### config.mk
export PLATFORM = sky130hd
export DESIGN_NAME = joystick_to_drive_command_top_flat
export DESIGN_NICKNAME = d
export VERILOG_FILES = /design/src/hdl/jdc_pkg.sv /design/src/hdl/jdc_joy_if.sv /design/src/hdl/jdc_msg_if.sv /design/src/hdl/jdc_decode.sv /design/src/hdl/joystick_to_drive_command_top.sv /design/src/flat_wrapper.sv
export SDC_FILE = /design/constraint.sdc
export NUM_CORES = 1
export LEC_CHECK = 0
export ABC_AREA = 1
export BUFFER_PORTS_ARGS = -buffer_cell sky130_fd_sc_hd__buf_2
export CORE_MARGIN = 2
export CORE_UTILIZATION = 68
export DETAILED_ROUTE_END_ITERATION = 6
export PLACE_DENSITY = 0.87
export SLEW_MARGIN = 20
export SYNTH_ARGS = -nofsm -noshare
export SYNTH_HDL_FRONTEND = slang
export SYNTH_HIERARCHICAL = 1
export SYNTH_SLANG_ARGS = --single-unit
### constraint.sdc
create_clock -name clk -period 9.2 [get_ports clk]
set_input_delay 1.38 -clock clk [delete_from_list [all_inputs] [get_ports clk]]
set_output_delay 1.38 -clock clk [all_outputs]
set_load 0.02 [all_outputs]
### src/hdl/jdc_pkg.sv
// Package for the joystick to drive command block.
// Holds the command, message and state types, reset constants and the speed scaling function.
// No dependencies.
`default_nettype none

package jdc_pkg;

    localparam int unsigned SampleWidth = 8;
    localparam int unsigned PeriodWidth = 16;
    localparam int unsigned SpeedWidth  = 4;

    localparam logic [PeriodWidth-1:0] PeriodReset = 16'd500;

    // Steering zone limits. The straight and right zones overlap on purpose.
    localparam logic [SampleWidth-1:0] SteerStraightLow = 8'd21;
    localparam logic [SampleWidth-1:0] SteerLeftLow     = 8'd230;
    localparam logic [SampleWidth-1:0] SteerRightHigh   = 8'd30;

    // Throttle zone limits.
    localparam logic [SampleWidth-1:0] ThrottleReverseHigh = 8'd110;
    localparam logic [SampleWidth-1:0] ThrottleForwardLow  = 8'd145;

    localparam logic [SpeedWidth-1:0] SpeedMax = 4'd9;
    localparam int unsigned SpeedDivisor = 110;

    typedef enum logic [1:0] {
        CMD_TICK     = 2'd0,
        CMD_STEER    = 2'd1,
        CMD_THROTTLE = 2'd2
    } cmd_t;

    typedef enum logic [2:0] {
        MSG_NOTICE   = 3'd0,
        MSG_STRAIGHT = 3'd1,
        MSG_LEFT     = 3'd2,
        MSG_RIGHT    = 3'd3,
        MSG_STOP     = 3'd4,
        MSG_FORWARD  = 3'd5,
        MSG_REVERSE  = 3'd6
    } msg_t;

    typedef enum logic [1:0] {
        STEER_STRAIGHT = 2'd0,
        STEER_LEFT     = 2'd1,
        STEER_RIGHT    = 2'd2
    } steer_t;

    typedef enum logic [1:0] {
        DRIVE_STOP    = 2'd0,
        DRIVE_FORWARD = 2'd1,
        DRIVE_REVERSE = 2'd2
    } drive_t;

    typedef struct packed {
        steer_t                 steer_last;
        drive_t                 drive_last;
        logic [SpeedWidth-1:0]  last_speed;
        logic [PeriodWidth-1:0] notice_elapsed;
    } jdc_state_t;

    typedef struct packed {
        logic                  emit;
        msg_t                  code;
        logic [SpeedWidth-1:0] speed;
    } jdc_result_t;

    // Floor of n / 110 for n up to 990, as a count of thresholds passed.
    function automatic logic [SpeedWidth-1:0] div_by_110(input logic [9:0] n);
        logic [SpeedWidth-1:0] q;
        q = '0;
        for (int k = 1; k <= 9; k++)
        begin
            if (n >= 10'(k * SpeedDivisor))
            begin
                q = q + 4'd1;
            end
        end
        return q;
    endfunction

endpackage

`default_nettype wire

### src/hdl/jdc_joy_if.sv
// Input channel carrying joystick transactions: a command and a raw sample.
// Depends on nothing but the widths of the work fields.
`default_nettype none

interface jdc_joy_if;
    logic       valid;
    logic       ready;
    logic [1:0] command;
    logic [7:0] sample;

    modport source (output valid, output command, output sample, input ready);
    modport sink   (input valid, input command, input sample, output ready);
endinterface

`default_nettype wire

### src/hdl/jdc_msg_if.sv
// Output channel carrying drive message transactions: a message code and a speed digit.
// Depends on nothing but the widths of the result fields.
`default_nettype none

interface jdc_msg_if;
    logic       valid;
    logic       ready;
    logic [2:0] message_code;
    logic [3:0] speed_digit;

    modport source (output valid, output message_code, output speed_digit, input ready);
    modport sink   (input valid, input message_code, input speed_digit, output ready);
endinterface

`default_nettype wire

### src/hdl/jdc_decode.sv
// Combinational decode of one joystick transaction against the stored state.
// Depends on jdc_pkg for the state, result and code types.
`default_nettype none

module jdc_decode (
    input  wire logic [1:0]                 command,
    input  wire logic [7:0]                 sample,
    input  wire logic [jdc_pkg::PeriodWidth-1:0] notice_period,
    input  wire jdc_pkg::jdc_state_t        state,
    output jdc_pkg::jdc_state_t             state_next,
    output jdc_pkg::jdc_result_t            result
);
    import jdc_pkg::*;

    logic [PeriodWidth-1:0] elapsed_inc;
    logic [SampleWidth-1:0] fwd_offset;
    logic [SpeedWidth-1:0]  fwd_speed;
    logic [SpeedWidth-1:0]  rev_speed;
    logic [SpeedWidth-1:0]  drv_speed;
    drive_t                 drv_dir;
    msg_t                   drv_code;

    assign fwd_offset = sample - ThrottleForwardLow;
    assign fwd_speed  = div_by_110(10'(fwd_offset) * 10'd9);
    assign rev_speed  = SpeedMax - div_by_110(10'(sample) * 10'd9);

    // The elapsed count saturates so a period at the top value never fires.
    assign elapsed_inc = (state.notice_elapsed == '1) ? state.notice_elapsed
                                                      : state.notice_elapsed + 16'd1;

    always_comb
    begin
        if (sample >= ThrottleForwardLow)
        begin
            drv_speed = fwd_speed;
            drv_dir   = DRIVE_FORWARD;
            drv_code  = MSG_FORWARD;
        end
        else
        begin
            drv_speed = rev_speed;
            drv_dir   = DRIVE_REVERSE;
            drv_code  = MSG_REVERSE;
        end
    end

    always_comb
    begin
        state_next   = state;
        result.emit  = 1'b0;
        result.code  = MSG_NOTICE;
        result.speed = state.last_speed;
        unique case (command)
            CMD_TICK:
            begin
                if (elapsed_inc > notice_period)
                begin
                    state_next.notice_elapsed = '0;
                    result.emit = 1'b1;
                    result.code = MSG_NOTICE;
                end
                else
                begin
                    state_next.notice_elapsed = elapsed_inc;
                end
            end
            CMD_STEER:
            begin
                // Straight is tried first, then left, then right.
                if (sample >= SteerStraightLow && sample < SteerLeftLow
                    && state.steer_last != STEER_STRAIGHT)
                begin
                    state_next.steer_last = STEER_STRAIGHT;
                    result.emit = 1'b1;
                    result.code = MSG_STRAIGHT;
                end
                else if (sample >= SteerLeftLow && state.steer_last != STEER_LEFT)
                begin
                    state_next.steer_last = STEER_LEFT;
                    result.emit = 1'b1;
                    result.code = MSG_LEFT;
                end
                else if (sample <= SteerRightHigh && state.steer_last != STEER_RIGHT)
                begin
                    state_next.steer_last = STEER_RIGHT;
                    result.emit = 1'b1;
                    result.code = MSG_RIGHT;
                end
            end
            CMD_THROTTLE:
            begin
                if (sample > ThrottleReverseHigh && sample < ThrottleForwardLow)
                begin
                    // Stop leaves the stored speed alone.
                    if (state.drive_last != DRIVE_STOP)
                    begin
                        state_next.drive_last = DRIVE_STOP;
                        result.emit  = 1'b1;
                        result.code  = MSG_STOP;
                        result.speed = '0;
                    end
                end
                else if (drv_speed != state.last_speed || drv_dir != state.drive_last)
                begin
                    state_next.drive_last = drv_dir;
                    state_next.last_speed = drv_speed;
                    result.emit  = 1'b1;
                    result.code  = drv_code;
                    result.speed = drv_speed;
                end
            end
            default:
            begin
                result.emit = 1'b0;
            end
        endcase
    end

endmodule

`default_nettype wire

### src/hdl/joystick_to_drive_command_top.sv
// Top level of the joystick to drive command block.
// Depends on jdc_pkg, jdc_joy_if, jdc_msg_if and jdc_decode.
//
// Usage:
//   The joy channel takes transactions of a command (tick, steering sample or
//   throttle sample) and an 8-bit sample. The msg channel delivers drive
//   messages, each a message code and a speed digit. A transaction gives at
//   most one message; most give none as steer and throttle send only on change.
//   The notice period is written through cfg_wr_en and cfg_wr_data; the user
//   must write it only while the block is idle; the block does not enforce it.
//   A message shows on msg the cycle after its joy transaction. One transaction
//   per cycle is sustained while the receiver keeps up; the state update and
//   classification fit in the single decode stage ahead of the output register.
//   joy.ready is high whenever the output register is empty or is being
//   drained in the same cycle, so a stalled receiver holds off new input only
//   while a message is waiting.
//   Reset clears the steering, drive, speed and tick state, sets the notice
//   period to 500 and empties the output register.
`default_nettype none

module joystick_to_drive_command_top (
    input  wire logic                          clk,
    input  wire logic                          rst_n,
    jdc_joy_if.sink                            joy,
    jdc_msg_if.source                          msg,
    input  wire logic                          cfg_wr_en,
    input  wire logic [jdc_pkg::PeriodWidth-1:0] cfg_wr_data
);
    import jdc_pkg::*;

    logic [PeriodWidth-1:0] period_reg;
    jdc_state_t             state_reg;
    jdc_state_t             state_next;
    jdc_result_t            result;
    logic                   out_valid_reg;
    msg_t                   out_code_reg;
    logic [SpeedWidth-1:0]  out_speed_reg;
    logic                   accept;

    assign joy.ready = !out_valid_reg || msg.ready;
    assign accept    = joy.valid && joy.ready;

    jdc_decode u_decode (
        .command       (joy.command),
        .sample        (joy.sample),
        .notice_period (period_reg),
        .state         (state_reg),
        .state_next    (state_next),
        .result        (result)
    );

    always_ff @(posedge clk or negedge rst_n)
    begin
        if (!rst_n)
        begin
            period_reg               <= PeriodReset;
            state_reg.steer_last     <= STEER_STRAIGHT;
            state_reg.drive_last     <= DRIVE_STOP;
            state_reg.last_speed     <= '0;
            state_reg.notice_elapsed <= '0;
            out_valid_reg            <= 1'b0;
        end
        else
        begin
            if (cfg_wr_en)
            begin
                period_reg <= cfg_wr_data;
            end
            if (accept)
            begin
                state_reg <= state_next;
            end
            if (accept && result.emit)
            begin
                out_valid_reg <= 1'b1;
            end
            else if (msg.ready)
            begin
                out_valid_reg <= 1'b0;
            end
        end
    end

    always_ff @(posedge clk)
    begin
        if (accept && result.emit)
        begin
            out_code_reg  <= result.code;
            out_speed_reg <= result.speed;
        end
    end

    assign msg.valid        = out_valid_reg;
    assign msg.message_code = out_code_reg;
    assign msg.speed_digit  = out_speed_reg;

endmodule

`default_nettype wire

### src/flat_wrapper.sv
// flat-port wrapper written by rule: the top's interface ports become plain ports
module joystick_to_drive_command_top_flat import jdc_pkg::*;
  (clk, rst_n, cfg_wr_en, cfg_wr_data, joy_valid, joy_command, joy_sample, joy_ready, msg_valid, msg_message_code, msg_speed_digit, msg_ready);
  jdc_joy_if joy_i ();
  jdc_msg_if msg_i ();
  input  wire logic clk;
  input  wire logic rst_n;
  input  wire logic cfg_wr_en;
  input  wire logic [jdc_pkg::PeriodWidth-1:0] cfg_wr_data;
  input wire logic [$bits(joy_i.valid)-1:0] joy_valid;
  input wire logic [$bits(joy_i.command)-1:0] joy_command;
  input wire logic [$bits(joy_i.sample)-1:0] joy_sample;
  output wire logic [$bits(joy_i.ready)-1:0] joy_ready;
  output wire logic [$bits(msg_i.valid)-1:0] msg_valid;
  output wire logic [$bits(msg_i.message_code)-1:0] msg_message_code;
  output wire logic [$bits(msg_i.speed_digit)-1:0] msg_speed_digit;
  input wire logic [$bits(msg_i.ready)-1:0] msg_ready;
  assign joy_i.valid = joy_valid;
  assign joy_i.command = joy_command;
  assign joy_i.sample = joy_sample;
  assign joy_ready = joy_i.ready;
  assign msg_valid = msg_i.valid;
  assign msg_message_code = msg_i.message_code;
  assign msg_speed_digit = msg_i.speed_digit;
  assign msg_i.ready = msg_ready;
  joystick_to_drive_command_top u_core (.clk(clk), .rst_n(rst_n), .joy(joy_i), .msg(msg_i), .cfg_wr_en(cfg_wr_en), .cfg_wr_data(cfg_wr_data));
endmodule
==> flow_metrics.env <==
export IMPL_startpoint_type="input pin"
export IMPL_fin_skew_ns=0.00988
export IMPL_grt_busiest_layer="met2"
export IMPL_finalCriticalPeriod_ns=8.77
export IMPL_critical_path_slowest_cell="fa_2"
export IMPL_wl_per_cell_um=12.6
export IMPL_max_slew_margin_rel=0.407
export IMPL_p_per_area_nw_per_um2=250
export IMPL_dp_hpwl_mm=10.5
export IMPL_htreeDepth=2
export IMPL_rrSetupSlack_ns=4.83
export IMPL_final_area_um2=6690
export IMPL_outcome="finished, final reports clean"
export IMPL_gp_congestion=0.931
export IMPL_rows=34
export IMPL_yosysMostFrequentCell="nand2_1"
export IMPL_largest_register_ffs=24
export IMPL_drt_iter0_drc=478
export IMPL_place_ws_ns=-0.126
export IMPL_vias=6218
export IMPL_worst_hold_slack_ns=0.476
export IMPL_dpl_cell_area_um2=6370
export IMPL_grt_pass1_wl_mm=23.5
export IMPL_grtUsageMet3=0.0362
export IMPL_vias_per_cell=5.57
export IMPL_clk_path_buf_depth=2
export IMPL_drc_errors=0
export IMPL_ir_drop_mv=0.217
export IMPL_muxShareOfSynthArea=0
export IMPL_synth_edf_count=7
export IMPL_dieArea_um2=9700
export IMPL_required_ns=9.22
export IMPL_synth_top_area_frac=0.158
export IMPL_ff2ff_path_depth=22
export IMPL_finalCritPeriodShare=0.954
export IMPL_synth_net_count=1057
export IMPL_fmax_ghz=0.114
export IMPL_area_growth_pct=10.2
export IMPL_setup_viol_count_final=0
export IMPL_path_common_cell="nand2_1"
export IMPL_die_w_um=98.5
export IMPL_yosysWarnings=6
export IMPL_synth_common_cells="nand2_1, inv_1, nand3_1"
export IMPL_setup_ws_ns=0.426
export IMPL_reg2reg_from="u_core/state_reg[8]"
export IMPL_yosysTopAreaCell="nand2_1"
export IMPL_finalHoldViolCount=0
export IMPL_synthArstFlopShare=0.854
export IMPL_ys_flop_type="dfrtp_1"
export IMPL_synth_top_family_by_area="simple AND/OR/NAND/NOR gates"
export IMPL_synth_fa_ha_area_frac=0.132
export IMPL_worst_setup_path_type="in -> reg"
export IMPL_ctsHoldBuffers=0
export IMPL_grt_antenna_before_repair=0
export IMPL_r2r_end="u_core/state_reg[12]"
export IMPL_syn_cell_area_um2=6070
export IMPL_synth_cells=963
export IMPL_drive_above_1_share=0.162
export IMPL_drv_cap=0
export IMPL_hold_start="u_core/period_reg[5]"
export IMPL_floorplan_io_pins=40
export IMPL_met2_usage=0.470
export IMPL_tns_ns=0
export IMPL_grt_overflow_total=0
export IMPL_clock_latency_ns=0.31
export IMPL_synth_cell_types=50
export IMPL_hold_path_class="reg -> reg"
export IMPL_clkTransAtPathRegs_ns=0.09
export IMPL_cts_buffers=5
export IMPL_use_met1=0.401
export IMPL_io_buffers=39
export IMPL_yosys_top_cells_area="nand2_1, dfrtp_1, ha_1"
export IMPL_synthXorXnorAreaFrac=0.0229
export IMPL_finalNetCount=1101
export IMPL_path_max_fanout=7
export IMPL_ys_seq_area_frac=0.205
export IMPL_clock_root_buffer="clkbuf_8"
export IMPL_grtUsageTotal=0.283
export IMPL_slew_violations=0
export IMPL_initial_core_util=0.699
export IMPL_core_area_um2=8680
export IMPL_ant_nets=0
export IMPL_holdPathStages=2
export IMPL_clock_sinks=48
export IMPL_n_antenna_cell=0
export IMPL_chipHeight_um=98.5
export IMPL_worst_pin_slew_ns=0.889
export IMPL_totalPowerFinal_mw=1.67
export IMPL_arrival_ns=8.80
export IMPL_grt_max_degree=42
export IMPL_drt_wl_total_mm=14.1
export IMPL_dr_pass1_iters=6
export IMPL_synth_seq_cells=48
export IMPL_end_kind="flip-flop"
export IMPL_cts_tree="yes"
export IMPL_leakage_nw=3.70
export IMPL_critical_path_max_stage_delay_ns=0.47
export IMPL_synth_compound_area_frac=0.107
export IMPL_hold_end="u_core/period_reg[5]"
export IMPL_postSynthAreaPerCell_um2=6.30
export IMPL_synthSimpleGateAreaFrac=0.397
export IMPL_grt_pass1_vias=5506
[through the flow]
| step | utilization | instances |
|---|---|---|
| after floorplan | - | 963 |
| after global placement | 0.734 | 1103 |
| after detailed placement | 0.734 | 1103 |
| after CTS | 0.748 | 1111 |
| after global routing | 0.771 | 1116 |
| final | 0.771 | 1116 |
[layout by cell type (no fill, tap or decap), types with 3 or more instances in the layout]
master	Yosys	final
dfstp_2	6	6
inv_2	7	11
a31oi_1	7	7
nor2_2	1	3
a211oi_1	3	3
buf_4	2	16
nor4_1	8	7
xor2_1	12	12
nand3_1	113	111
o22ai_1	10	10
nor3_1	18	15
nand3b_1	4	4
nand2_4	10	10
ha_4	0	5
nand2_1	255	248
ha_1	61	54
inv_1	183	178
nand3_2	12	14
nand2_2	19	26
dfrtp_1	35	35
clkbuf_8	0	5
buf_2	5	37
a21oi_1	22	21
o21ai_0	58	57
nor3_2	0	3
nand4_1	9	9
a21oi_2	2	3
edfxtp_1	7	7
nor2_1	51	49
or2_2	6	6
[timing repair]
action | 4_1_cts | 5_1_grt
setup endpoints to repair | 0 | 11
hold endpoints to repair | 0 | 0
setup buffers | 0 | 5
gates resized for setup | 0 | 41
[per-layer routing]
layer / up-vias / part of all wire / routed length, um
li1: 3185 / - / -
met1: 2838 / 0.47 / 6650
met2: 183 / 0.46 / 6530
met3: 12 / 0.055 / 770
met4: 0 / 0.0099 / 140
met5: - / 0 / 0
[worst max-delay path, delay by kind of cell]
kind	cells	cell delay, ns
XOR/XNOR	1	0.27
AO/OA/AOI/OAI	5	0.79
adder cells (fa/ha/maj)	10	2.79
AND/OR/NAND/NOR	22	2.52
buffers and inverters	12	1.03
[logic make-up after synthesis]
| family | after synthesis |
|---|---|
| buffers and inverters | 208 |
| flip-flops | 48 |
| adder cells (fa/ha/maj) | 63 |
| AND/OR/NAND/NOR | 514 |
| XOR/XNOR | 15 |
| AO/OA/AOI/OAI | 115 |
[area by class of cell]
type                    instances  area, um^2
multi-input cells             707        4150
fillers                       731        1990
flip-flops and latches         48        1240
inverters                     190         716
repair buffers                 55         320
well taps                     108         135
clock buffers                   7        97.6
clock inverters                 1        30.0
[worst max path at each step]
stage	start	to	slack, ns
after global placement	joy_sample[1]	u_core/msg.message_code[1]	-0.02
after detailed placement	joy_sample[1]	u_core/msg.message_code[0]	-0.13
after CTS	joy_sample[1]	u_core/msg.message_code[0]	0.19
after floorplan	joy_sample[2]	u_core/msg.message_code[0]	0.47
after global routing	joy_sample[1]	u_core/msg.speed_digit[3]	-0.07
final	joy_sample[1]	u_core/msg.message_code[1]	0.43
[power breakdown]
group          leakage, nW  internal [mW]  switching, mW
Clock               0.0636         0.0978         0.0731
Combinational         3.05          0.443          0.746
Sequential           0.584          0.268         0.0428
Total                 3.70          0.809          0.862
No activity file was read; power rests on OpenSTA's default activity.
